`src/hdl/gcbs_pkg.sv`:
```
package gcbs_pkg;

    // Display geometry
    localparam int MAX_PAGES      = 8;
    localparam int SCREEN_COLUMNS = 128;
    localparam int COL_W          = $clog2(SCREEN_COLUMNS);

    // Register indexes on the configuration port
    localparam logic [2:0] REG_ENABLED     = 3'd0;
    localparam logic [2:0] REG_FIRST_COL   = 3'd1;
    localparam logic [2:0] REG_FIRST_PAGE  = 3'd2;
    localparam logic [2:0] REG_PAGE_COUNT  = 3'd3;
    localparam logic [2:0] REG_WIDTH       = 3'd4;
    localparam logic [2:0] REG_COL_OPCODE  = 3'd5;
    localparam logic [2:0] REG_PAGE_OPCODE = 3'd6;

    // Error codes carried with each result beat
    localparam logic [1:0] ERR_NONE     = 2'd0;
    localparam logic [1:0] ERR_DISABLED = 2'd1;
    localparam logic [1:0] ERR_RANGE    = 2'd2;

    // Beat sequence of one sample
    localparam logic [2:0] BEAT_COL_OP    = 3'd0;
    localparam logic [2:0] BEAT_COL_START = 3'd1;
    localparam logic [2:0] BEAT_COL_END   = 3'd2;
    localparam logic [2:0] BEAT_PAGE_OP   = 3'd3;
    localparam logic [2:0] BEAT_PAGE_FIRST = 3'd4;
    localparam logic [2:0] BEAT_PAGE_LAST = 3'd5;
    localparam logic [2:0] BEAT_DATA      = 3'd6;

    typedef struct packed {
        logic       enabled;
        logic [6:0] first_column;
        logic [2:0] first_page;
        logic [3:0] page_count;
        logic [7:0] width;
        logic [7:0] col_opcode;
        logic [7:0] page_opcode;
    } cfg_t;

    // Decoded sample, held while its beats go out
    typedef struct packed {
        logic [1:0] err;
        logic [7:0] column;
        logic [3:0] last_page;
        logic [2:0] pages_m1;
        logic [5:0] row;
    } item_t;

endpackage

```
`src/hdl/graph_column_byte_stream.sv`:
```
// Turns one graph sample (column index, row value) into the byte run that
// redraws that column on a page-addressed monochrome display controller:
// column opcode, column, column, page opcode, first page, last page, then one
// bit-reversed pixel byte per graph page, top page first, with tlast on the
// final byte. A sample while disabled, or with a column at or beyond the graph
// width, gives a single beat with out_byte 0 and an error code. The output
// register issues one beat per cycle while m_tready is high: a good sample gives
// 6 + pages beats (7 to 14), an error sample one. The next sample is taken in the
// cycle its predecessor's last beat is loaded, so runs have no gaps. Configuration
// must be written only while no sample is in flight; the block does not enforce it.
module graph_column_byte_stream (
    input  logic        clk,
    input  logic        rst_n,
    // configuration write port
    input  logic        cfg_we,
    input  logic [2:0]  cfg_addr,
    input  logic [7:0]  cfg_wdata,
    // sample input
    input  logic        s_tvalid,
    output logic        s_tready,
    input  logic [15:0] s_tdata,   // column_index[6:0], sample_value[14:7], zero pad
    // byte output
    output logic        m_tvalid,
    input  logic        m_tready,
    output logic [15:0] m_tdata,   // out_byte[7:0], error_code[9:8], zero pad
    output logic        m_tuser,   // is_data
    output logic        m_tlast
);
    import gcbs_pkg::*;

    cfg_t       cfg;
    item_t      item;
    logic [7:0] out_byte;
    logic [1:0] error_code;

    gcbs_cfg u_cfg (
        .clk       (clk),
        .rst_n     (rst_n),
        .cfg_we    (cfg_we),
        .cfg_addr  (cfg_addr),
        .cfg_wdata (cfg_wdata),
        .cfg       (cfg)
    );

    gcbs_decode u_decode (
        .cfg          (cfg),
        .column_index (s_tdata[6:0]),
        .sample_value (s_tdata[14:7]),
        .item         (item)
    );

    gcbs_emit u_emit (
        .clk        (clk),
        .rst_n      (rst_n),
        .cfg        (cfg),
        .item_in    (item),
        .in_valid   (s_tvalid),
        .in_ready   (s_tready),
        .out_byte   (out_byte),
        .is_data    (m_tuser),
        .last_byte  (m_tlast),
        .error_code (error_code),
        .out_valid  (m_tvalid),
        .out_ready  (m_tready)
    );

    assign m_tdata = {6'd0, error_code, out_byte};

endmodule

```
`src/hdl/gcbs_cfg.sv`:
```
module gcbs_cfg (
    input  logic               clk,
    input  logic               rst_n,
    input  logic               cfg_we,
    input  logic [2:0]         cfg_addr,
    input  logic [7:0]         cfg_wdata,
    output gcbs_pkg::cfg_t     cfg
);
    import gcbs_pkg::*;

    cfg_t cfg_reg;
    cfg_t cfg_next;

    // Decode the register index and merge the write
    always_comb
    begin
        cfg_next = cfg_reg;
        if (cfg_we)
        begin
            case (cfg_addr)
                REG_ENABLED:     cfg_next.enabled      = cfg_wdata[0];
                REG_FIRST_COL:   cfg_next.first_column = cfg_wdata[6:0];
                REG_FIRST_PAGE:  cfg_next.first_page   = cfg_wdata[2:0];
                REG_PAGE_COUNT:  cfg_next.page_count   = cfg_wdata[3:0];
                REG_WIDTH:       cfg_next.width        = cfg_wdata;
                REG_COL_OPCODE:  cfg_next.col_opcode   = cfg_wdata;
                REG_PAGE_OPCODE: cfg_next.page_opcode  = cfg_wdata;
                default:         cfg_next = cfg_reg;
            endcase
        end
    end

    always_ff @(posedge clk or negedge rst_n)
    begin
        if (!rst_n)
        begin
            cfg_reg.enabled      <= 1'b0;
            cfg_reg.first_column <= 7'd3;
            cfg_reg.first_page   <= 3'd0;
            cfg_reg.page_count   <= 4'd1;
            cfg_reg.width        <= 8'd1;
            cfg_reg.col_opcode   <= 8'd33;
            cfg_reg.page_opcode  <= 8'd34;
        end
        else
        begin
            cfg_reg <= cfg_next;
        end
    end

    assign cfg = cfg_reg;

endmodule

```
`src/hdl/gcbs_decode.sv`:
```
module gcbs_decode (
    input  gcbs_pkg::cfg_t  cfg,
    input  logic [6:0]      column_index,
    input  logic [7:0]      sample_value,
    output gcbs_pkg::item_t item
);
    import gcbs_pkg::*;

    logic [3:0] pages;
    logic [2:0] pages_m1;
    logic [5:0] row_limit;
    logic [7:0] col_sum;

    // Clamp the page count into one to MAX_PAGES
    always_comb
    begin
        if (cfg.page_count == 4'd0)
            pages = 4'd1;
        else if (cfg.page_count > 4'(MAX_PAGES))
            pages = 4'(MAX_PAGES);
        else
            pages = cfg.page_count;
    end

    assign pages_m1  = 3'(pages - 4'd1);
    assign row_limit = {pages_m1, 3'b111};
    assign col_sum   = {1'b0, cfg.first_column} + {1'b0, column_index};

    // Build the decoded sample
    always_comb
    begin
        if (!cfg.enabled)
            item.err = ERR_DISABLED;
        else if ({1'b0, column_index} >= cfg.width)
            item.err = ERR_RANGE;
        else
            item.err = ERR_NONE;

        // Wrap the screen column around the screen width
        item.column    = 8'(col_sum[COL_W-1:0]);
        item.last_page = {1'b0, cfg.first_page} + pages - 4'd1;
        item.pages_m1  = pages_m1;

        // Saturate the row at the graph height
        if (sample_value > {2'b00, row_limit})
            item.row = row_limit;
        else
            item.row = sample_value[5:0];
    end

endmodule

```
`src/hdl/gcbs_emit.sv`:
```
module gcbs_emit (
    input  logic            clk,
    input  logic            rst_n,
    input  gcbs_pkg::cfg_t  cfg,
    input  gcbs_pkg::item_t item_in,
    input  logic            in_valid,
    output logic            in_ready,
    output logic [7:0]      out_byte,
    output logic            is_data,
    output logic            last_byte,
    output logic [1:0]      error_code,
    output logic            out_valid,
    input  logic            out_ready
);
    import gcbs_pkg::*;

    item_t      item_reg;
    logic       item_valid_reg;
    logic [2:0] beat_reg;
    logic [2:0] page_reg;

    logic       out_valid_reg;
    logic [7:0] byte_reg;
    logic       data_reg;
    logic       last_reg;
    logic [1:0] err_reg;

    logic       load;
    logic       is_err;
    logic       last_beat;
    logic       take;
    logic [7:0] byte_next;
    logic       data_next;

    assign load      = item_valid_reg && (!out_valid_reg || out_ready);
    assign is_err    = item_reg.err != ERR_NONE;
    assign last_beat = is_err || (beat_reg == BEAT_DATA && page_reg == 3'd0);
    assign in_ready  = !item_valid_reg || (load && last_beat);
    assign take      = in_valid && in_ready;

    // Select the byte for the current beat
    always_comb
    begin
        data_next = 1'b0;
        if (is_err)
        begin
            byte_next = 8'd0;
        end
        else
        begin
            case (beat_reg)
                BEAT_COL_OP:     byte_next = cfg.col_opcode;
                BEAT_COL_START:  byte_next = item_reg.column;
                BEAT_COL_END:    byte_next = item_reg.column;
                BEAT_PAGE_OP:    byte_next = cfg.page_opcode;
                BEAT_PAGE_FIRST: byte_next = {5'd0, cfg.first_page};
                BEAT_PAGE_LAST:  byte_next = {4'd0, item_reg.last_page};
                default:
                begin
                    // Pixel byte, bit-reversed: the lit row sits at bit 7 - row[2:0]
                    data_next = 1'b1;
                    if (page_reg == item_reg.row[5:3])
                        byte_next = 8'h80 >> item_reg.row[2:0];
                    else
                        byte_next = 8'd0;
                end
            endcase
        end
    end

    // Hold the sample and step through its beats
    always_ff @(posedge clk or negedge rst_n)
    begin
        if (!rst_n)
        begin
            item_valid_reg <= 1'b0;
            beat_reg       <= BEAT_COL_OP;
            page_reg       <= 3'd0;
        end
        else if (take)
        begin
            item_valid_reg <= 1'b1;
            beat_reg       <= BEAT_COL_OP;
            page_reg       <= item_in.pages_m1;
        end
        else if (load)
        begin
            if (last_beat)
                item_valid_reg <= 1'b0;
            else if (beat_reg != BEAT_DATA)
                beat_reg <= beat_reg + 3'd1;
            else
                page_reg <= page_reg - 3'd1;
        end
    end

    always_ff @(posedge clk)
    begin
        if (take)
            item_reg <= item_in;
    end

    // Output register: load a beat when the slot is free or being drained
    always_ff @(posedge clk or negedge rst_n)
    begin
        if (!rst_n)
            out_valid_reg <= 1'b0;
        else if (load)
            out_valid_reg <= 1'b1;
        else if (out_ready)
            out_valid_reg <= 1'b0;
    end

    always_ff @(posedge clk)
    begin
        if (load)
        begin
            byte_reg <= byte_next;
            data_reg <= data_next;
            last_reg <= last_beat;
            err_reg  <= item_reg.err;
        end
    end

    assign out_valid  = out_valid_reg;
    assign out_byte   = byte_reg;
    assign is_data    = data_reg;
    assign last_byte  = last_reg;
    assign error_code = err_reg;

endmodule

```
`config.mk`:
```
export PLATFORM = sky130hd
export DESIGN_NAME = graph_column_byte_stream
export DESIGN_NICKNAME = d
export VERILOG_FILES = /design/src/hdl/gcbs_pkg.sv /design/src/hdl/graph_column_byte_stream.sv /design/src/hdl/gcbs_cfg.sv /design/src/hdl/gcbs_decode.sv /design/src/hdl/gcbs_emit.sv
export SDC_FILE = /design/constraint.sdc
export NUM_CORES = 1
export LEC_CHECK = 0
export BUFFER_PORTS_ARGS = -buffer_cell sky130_fd_sc_hd__buf_4
export CAP_MARGIN = 20
export CORE_ASPECT_RATIO = 2
export CORE_MARGIN = 10
export CORE_UTILIZATION = 48
export DETAILED_ROUTE_END_ITERATION = 8
export GPL_TIMING_DRIVEN = 0
export PLACE_DENSITY = 0.76
export SLEW_MARGIN = 40
export SYNTH_ARGS = -nofsm -noshare
export SYNTH_HDL_FRONTEND = slang
export SYNTH_HIERARCHICAL = 1
export SYNTH_SLANG_ARGS = --single-unit
```
`constraint.sdc`:
```
create_clock -name clk -period 6.22 [get_ports clk]
set_input_delay 0.933 -clock clk [delete_from_list [all_inputs] [get_ports clk]]
set_output_delay 0.933 -clock clk [all_outputs]
set_load 0.05 [all_outputs]
```
Word-level counts from Yosys, hierarchy flattened
Index checks and enable logic that the tools add are counted.

word-level totals
  bits in registers = 78
  input port bits = 32
  output and inout port bits = 20
  logic and storage cells = 96

operators by class
  add/sub/neg operators = 6
  $lt $le $gt $ge = 3
  equal/unequal tests = 16
  shifts and indexed selects = 1
  multiplexer cells = 20
  reduce and logical (&&, ||, !) cells = 30

operators by type and width
  cell                                                                   count
  8-bit one-hot mux with 5 select lines                                  1
  3-bit 2-to-1 mux                                                       8
  3-bit equality test, second input constant                             6
  2-bit AND reduction                                                    8
  3-bit by 2-bit equality test with 1-bit output, second input constant  4
  2-bit nonzero test                                                     5
  3-bit logical NOT                                                      3
  7-bit by 8-bit >= comparator with 1-bit output                         1
  8-bit by 6-bit greater-than comparator with 1-bit output               1
  4-bit 2-to-1 mux                                                       2
  8-bit 2-to-1 mux                                                       1
  8-bit by 3-bit >> shifter with 8-bit output, first input constant      1
  7-bit adder                                                            1
  3-bit by 1-bit equality test with 1-bit output, second input constant  2
  1-bit 2-to-1 mux                                                       6
  6-bit 2-to-1 mux                                                       1
  3-bit AND reduction                                                    2
  6-bit OR reduction                                                     1
  3-bit by 1-bit subtractor with 3-bit output, second input constant     2
  3-bit by 4-bit adder with 4-bit output                                 1
  4-bit greater-than comparator, second input constant                   1
  1-bit logical AND                                                      4
  4-bit logical NOT                                                      1
  4-bit by 1-bit subtractor with 4-bit output, second input constant     1
  other kinds (9)                                                        12

Depth between registers and ports, before layout
Gate-level depths: netlist of run 1.

  depth in word-level cells = 8
  mapped depth = 10
  depth with buffers taken out = 10

Modules after synthesis
Netlist of run 1, hierarchy kept.

by module, submodules not included
  module                    instances  cells an instance  area each (µm²)  sequential area each (µm²)
  gcbs_emit                 1          136                1904.3           1161.1
  gcbs_cfg                  1          87                 1589.0           985.9
  gcbs_decode               1          100                760.7            0.0
  graph_column_byte_stream  1          7                  48.8             0.0

Worst setup path before layout of run 1
OpenSTA, ideal clock, no wires.

  path type = register -> register
  start = register u_cfg.cfg_reg (netlist bit u_cfg/cfg[24])
  end = register u_emit/item_reg[3] (netlist bit), data pin
  library setup time = 0.260 ns
  data arrival time = 2.391 ns
  required time = 5.960 ns
  path slack = 3.569 ns
  cell stages (with the launch flop) = 10
  buffers on the path = 0
  clock period less this slack = 2.651 ns
  path through = dfstp_2 > o21bai_1 > ha_1 > xnor2_1 > inv_1 > ha_1 > a2111o_1 > a41oi_2 > a41oi_2 > mux2_2

RTL lines
  what                    RTL line          source
  from (decl)             gcbs_cfg.sv:11    cfg_t cfg_reg;
  from (signal assigned)  gcbs_cfg.sv:47    cfg_reg <= cfg_next;
  to (signal assigned)    gcbs_emit.sv:100  item_reg <= item_in;
  to (decl)               gcbs_emit.sv:17   item_t item_reg;

==> metrics, run 1 <==
outcome complete, no violations; post-CTS resize count 0; io pins 52; Initial DRC Count 182; placed insts 482; slew margin rel. 58.9%; clk sinks 79; Layout Cells excl Fill 498; post-DP HPWL 6970 µm; setup TNS 0 ns; synthesized instance count 330; CTS Buffer Depth 2; Clock Skew 0.00358 ns; Post-CTS Setup Inserts 0; Final Max Slew Viols 0; Main synth FF type dfrtp_1; die span in x 87.0 µm; EDFF count, synth 32; initial antenna violation count 0; Buf/Inv on CP 1; crit path kind register to register; CP peak stage delay 0.53 ns; Via Count 2,813; Initial Util 49.4%; share of the synthesized area in the top cell type 22.7%; Worst EP arrival 3.06 ns; startpoint types register; ANT cells 0; Antenna Nets Post-Route 0; NumNets Final 455; Least-Margin Pin Slew 0.617 ns; Synth area leader dfrtp_1; yosys warns 6; Synth Register Bits 79; uppermost layer routed met4; VDD IR-drop max 0.000197 V; Critical Path RT 6.30 ns; metal1 wirelength 3270 µm; Final min period 2.98 ns; post-synth cell types 63; routed wl met2 4980 µm; largest net degree at the start of global routing 48; CTS root buf clkbuf_16; length of the first detailed-routing pass in iterations 5; core area 0.00871 mm²; final instance area 0.00512 mm²; first-pass GRT wire length 14,800 µm; Final Hold Fails 0; Leakage 2.24 nW; max_cap viols 0; Site Rows 48; crit path max fanout 5; RSZ-0062 raised after global routing no; CP top delay family compound AO/OA/AOI/OAI gates; Crit. End Element register; met3 WL post-DR 429 µm; area grow syn2layout 19.1%; slowest stage cell on the critical path dfstp_2; Placement Cell Area 0.00481 mm²; layout cell share with drive strength beyond 1 34.7%; top cells by area, synth dfrtp_1 (23%), edfxtp_1 (22%), ha_1 (8.1%), mux2_2 (7.9%), mux2_4 (5.2%); Worst-path clk slew 0.06 ns; vias in the first global route 3,141; total CTS buffers 9; PD cells 351 mW/mm²; Port Buf Inserts 44; H-Tree Depth 3; period utilisation layout 47.9%; CP Cell Sequence o21bai_1, ha_1, xnor2_1, inv_1, ha_1, a2111o_1, a41oi_2, a41oi_2, mux2_2; Seq/Total Area, Yosys 49.9%; worst skew pair latency 0.33 ns; Synth async-reset ratio 59.5%; DR vias/cell 5.65; cell area after synthesis 0.00430 mm²; worst min path class register to register; Mapped Avg Cell Area 13.0 µm²; CTS tree built; DRC 0; drt wl/cell 17.8 µm; Routed Wire Length 8870 µm; Overall Global Routing Usage 13.8%; Power Total 1.80 mW; die height 154 µm; max FFs per register 39; GRT overflow 0; Fmax 336 MHz; GPL Wtd Cong 0.759; CTS Hold Bufs 0; Die ar. 0.0134 mm²; # setup viols final 0
## cell usage in the layout (no fill, tap or decap), types with 3 or more instances in the layout
master	count
buf_6	4
nor3_1	4
dfstp_2	8
a222oi_1	4
inv_1	33
nand4b_2	3
ha_1	28
mux2_4	15
mux2_2	30
clkbuf_16	11
conb_1	7
and2_1	3
a32o_1	4
edfxtp_1	32
nand2b_1	5
clkbuf_1	5
nor2_1	10
xnor2_1	9
a221o_1	3
or2b_1	3
a41oi_2	3
nand2_1	10
or4_1	3
o22ai_1	4
nor2b_1	4
dfrtp_1	39
nand4_1	3
buf_4	52
a21oi_1	8
o21ai_0	4
## cell type report
| cell class | count | area [µm²] |
|---|---|---|
| Tap cell | 100 | 125 |
| Inverter | 33 | 124 |
| Multi-Input combinational cell | 208 | 1950 |
| Sequential cell | 79 | 2150 |
| Clock buffer | 15 | 310 |
| Fill cell | 692 | 3580 |
| Clock inverter | 1 | 5.00 |
| Buffer | 15 | 100 |
| Timing Repair Buffer | 47 | 360 |
## metrics by stage
step | worst slack [ns] | util, % | hold slack, ns
3_3_place_gp | 3.25 | 54.9 | 0.474
6_report | 3.24 | 58.8 | 0.497
2_1_floorplan | 3.57 | - | 0.464
5_1_grt | 3.09 | 58.8 | 0.511
3_5_place_dp | 3.23 | 55.2 | 0.477
4_1_cts | 3.24 | 58.8 | 0.498
## worst paths after layout
check                                         startpoint                             end  slack [ns]  depth (start not counted)
max                            u_cfg/cfg[24]$_DFFE_PN1P_    u_emit/item_reg[4]$_DFFE_PP_        3.24                          9
min                        u_emit/item_reg[22]$_DFFE_PP_  u_emit/error_code[1]$_DFFE_PP_        0.50                          0
max reg2reg                    u_cfg/cfg[24]$_DFFE_PN1P_    u_emit/item_reg[4]$_DFFE_PP_        3.24                          9
min reg2reg                u_emit/item_reg[22]$_DFFE_PP_  u_emit/error_code[1]$_DFFE_PP_        0.50                          0
max in group asynchronous                          rst_n        u_cfg/cfg[7]$_DFFE_PN0P_        5.19                          1
min in group asynchronous                          rst_n  u_emit/page_reg[2]$_DFFE_PN0P_        0.60                          1
## power breakdown
group	internal, mW	switching, mW	total (mW)
clock network	0.340	0.196	0.537
logic	0.244	0.274	0.518
registers	0.678	0.0643	0.742
## Yosys cell counts, types with 2 or more instances
cell      count
o31ai_1       2
nand4b_2      3
a222oi_1      4
nand4_1       3
a221o_1       3
and4bb_1      2
or4_1         3
xnor2_1       9
a32o_1        4
o21ai_0       4
a41oi_2       3
nor2_1       10
o22ai_1       4
nand2_1      10
a221oi_1      2
mux2_2       30
buf_6         2
nand2b_1      5
ha_1         28
and2_1        3
nand4b_1      2
inv_1        33
mux2_4       15
fa_1          2
nand3_1       2
buf_4         7
o211ai_1      2
conb_1        2
dfrtp_1      39
o32ai_1       2
clkbuf_1      4
xor2_1        2
nor3_1        4
or2b_1        3
a21oi_1       8
edfxtp_1     32
nor2b_1       4
dfstp_2       8
## per-layer routing
layer  vias to the layer above  track usage, %
li1                       1344               -
met1                      1378            13.8
met2                        75            25.3
met3                        16            3.49
met4                         0            6.52
met5                         -               0
## cell families (layout without fill, tap and decap cells)
| group | Yosys count | count (layout) | synth area share [%] |
|---|---|---|---|
| compound gates | 51 | 51 | 10.7 |
| xor+xnor | 11 | 11 | 2.24 |
| fa+ha+maj | 30 | 30 | 9.07 |
| buf+inv | 48 | 111 | 5.18 |
| flops | 79 | 79 | 49.9 |
| mux | 46 | 46 | 13.3 |
| other cells | 2 | 7 | 0.175 |
| simple gates | 63 | 63 | 9.45 |
(Power assumes the default switching activity.)
==> inputs of run 2 (changes only) <==
--- a/config.mk
+++ b/config.mk
@@ -12,7 +12,7 @@
 export CORE_UTILIZATION = 48
 export DETAILED_ROUTE_END_ITERATION = 8
 export GPL_TIMING_DRIVEN = 0
-export PLACE_DENSITY = 0.76
+export PLACE_DENSITY = 0.78
 export SLEW_MARGIN = 40
 export SYNTH_ARGS = -nofsm -noshare
 export SYNTH_HDL_FRONTEND = slang
==> constraint.sdc (replaced) <==
create_clock -name clk -period 2.5 [get_ports clk]
set_input_delay 0.375 -clock clk [delete_from_list [all_inputs] [get_ports clk]]
set_output_delay 0.375 -clock clk [all_outputs]
set_load 0.05 [all_outputs]
==> metrics, run 2 (synthesis gave the netlist of run 1 again) <==
ANT cells 0 (unchanged); GPL Wtd Cong 0.750 (-1.1%); worst reg2reg path depth 10 (+1); total CTS buffers 9 (unchanged); CTS root buf clkbuf_16; Fmax 390 MHz (+16%); crit path kind register to register; startpoint types register; Filler Cells Inserted 681 (-1.6%); worst min path class input port to async pin; NumNets Final 462 (+1.5%); post-DP HPWL 6880 µm (-1.3%); max FFs per register 39 (unchanged); largest net degree at the start of global routing 48 (unchanged); most frequent cells in the layout buf_4 (60), dfrtp_1 (39), inv_1 (32), edfxtp_1 (32), mux2_2 (27); Final Hold Fails 0 (unchanged); CP Cell Sequence nor2_2, o21bai_4, ha_4, xnor2_4, inv_2, ha_4, a2111o_1, a41oi_2, a41oi_4, mux2_4; Critical Path RT 2.58 ns (-3.72 ns); DR vias/cell 5.73 (+1.5%); slowest stage cell on the critical path dfrtp_1; GRT overflow 0 (unchanged); initial antenna violation count 0 (unchanged); Core Util, Final 60.4% (+1.6 points); FF+latch area 0.00215 mm² (unchanged); Final min period 2.56 ns (-0.416 ns); hold slack 0.0447 ns (-0.452 ns); met2 usage 25.8% (+0.49 points); Overall Global Routing Usage 14.8% (+0.95 points); met3 usage in global routing 4.34% (+0.85 points); RSZ-0062 raised after global routing yes; layout cell share with drive strength beyond 1 37.8% (+3.1 points); outcome finished, violations left; vias in the first global route 3,267 (+4.0%); Site Rows 48 (unchanged); failing checks setup timing; CTS tree built; Initial Util 49.4% (unchanged); cell mode on critical path ha_4; pre-CTS setup slack -0.210 ns (-3.44 ns); area of the multi-input gates 0.00204 mm² (+4.5%); length of the first detailed-routing pass in iterations 4 (-1); Least-Margin Pin Slew 0.734 ns (+0.117 ns); Buf/Inv on CP 1 (unchanged); Final Max Slew Viols 0 (unchanged); crit path max fanout 4 (-1); Initial DRC Count 244 (+34%); reg-to-reg setup timing slack -0.06 ns (-3.30 ns); Worst EP arrival 2.65 ns (-0.41 ns); drt wl/cell 18.7 µm (+5.0%); Clock Skew 0.00714 ns (+0.00356 ns); CP top delay family compound AO/OA/AOI/OAI gates; Antenna Nets Post-Route 0 (unchanged); met1 usage 14.1% (+0.32 points); # setup viols final 3 (+3); Setup WS post-layout -0.0610 ns (-3.30 ns); Worst-path clk slew 0.06 ns (about the same); Leakage 2.30 nW (+2.6%); Port Buf Inserts 44 (unchanged); first-pass GRT wire length 15,700 µm (+6.4%); CTS Buffer Depth 2 (unchanged); GRT Max-Usage Layer met2; Routed Wire Length 9440 µm (+6.4%); r2r startpoint u_cfg/cfg[26]$_DFFE_PN0P_; H-Tree Depth 3 (unchanged); PD cells 881 mW/mm² (+150%); VDD IR-drop max 0.000533 V (+170%); core area 0.00871 mm² (unchanged); DRC 0 (unchanged); die height 154 µm (unchanged); period utilisation layout 102% (+55 points); Via Count 2,896 (+3.0%); Die ar. 0.0134 mm² (unchanged); Crit. End Element register; area grow syn2layout 22.2%; die span in x 87.0 µm (unchanged); clk sinks 79 (unchanged); io pins 52 (unchanged); commonest non-fill, non-tap cell in the layout buf_4; worst skew pair latency 0.34 ns (about the same); CP peak stage delay 0.40 ns (-0.13 ns); max_cap viols 0 (unchanged); reg2reg end u_emit/item_reg[4]$_DFFE_PP_; slew margin rel. 51.0% (-7.8 points); cell depth of the worst setup path 10 (+1)
run 2: changes by cell type in the layout (fill, tap and decap cells not counted), moves of 2 or more:
cell,before,now
buf_4,52,60
ha_1,28,26
ha_4,0,2
mux2_2,30,27
mux2_4,15,18
run 2: power by group:
group,internal (mW),switching [mW]
Clock,0.821,0.507
Combinational,0.712,0.741
Sequential,1.69,0.168
Total,3.22,1.42
run 2: layout make-up:
type / count / share of cell area [%]
clock buffers: 13 / 5.57
well taps: 100 / 2.38
multi-input cells: 208 / 38.8
plain buffers: 15 / 1.90
clock inverters: 3 / 0.404
inverters: 33 / 2.36
flip-flops and latches: 79 / 40.8
repair buffers: 54 / 7.78
run 2: worst max path at each step:
stage | start | end | slack (ns)
final | u_cfg/cfg[26]$_DFFE_PN0P_ | u_emit/item_reg[4]$_DFFE_PP_ | -0.06
after CTS | u_cfg/cfg[25]$_DFFE_PN0P_ | u_emit/item_reg[4]$_DFFE_PP_ | -0.1
after global placement | u_emit/beat_reg[0]$_DFFE_PN0P_ | u_emit/page_reg[2]$_DFFE_PN0P_ | -0.28
after global routing | u_cfg/cfg[26]$_DFFE_PN0P_ | u_emit/item_reg[4]$_DFFE_PP_ | -0.16
after floorplan | u_cfg/cfg[24]$_DFFE_PN1P_ | u_emit/item_reg[3]$_DFFE_PP_ | 0.02
after detailed placement | u_cfg/cfg[27]$_DFFE_PN0P_ | u_emit/item_reg[4]$_DFFE_PP_ | -0.21
run 2: per-stage QoR:
step | setup TNS, ns | total power, mW | cells | area [µm²]
floorplan | 0 | 2.81 | 335 | 4350
global placement | -4.58 | 3.11 | 479 | 4800
detailed placement | -0.893 | 3.18 | 481 | 4820
CTS | -0.256 | 4.60 | 501 | 5200
global route | -0.488 | 4.89 | 505 | 5260
finish | -0.158 | 4.63 | 505 | 5260
run 2: metal layers:
layer  share of wire, %  vias to the layer above
li1                   -                     1353
met1                 36                     1445
met2                 54                       72
met3                5.4                       26
met4                4.3                        0
met5                  0                        -
run 2: repair_timing:
item	CTS	global route
hold endpoints to repair	0	0
pin swaps	5	5
endpoints found under the setup margin	6	8
hold buffers	0	0
buffers inserted	4	4
gates resized for setup	6	4
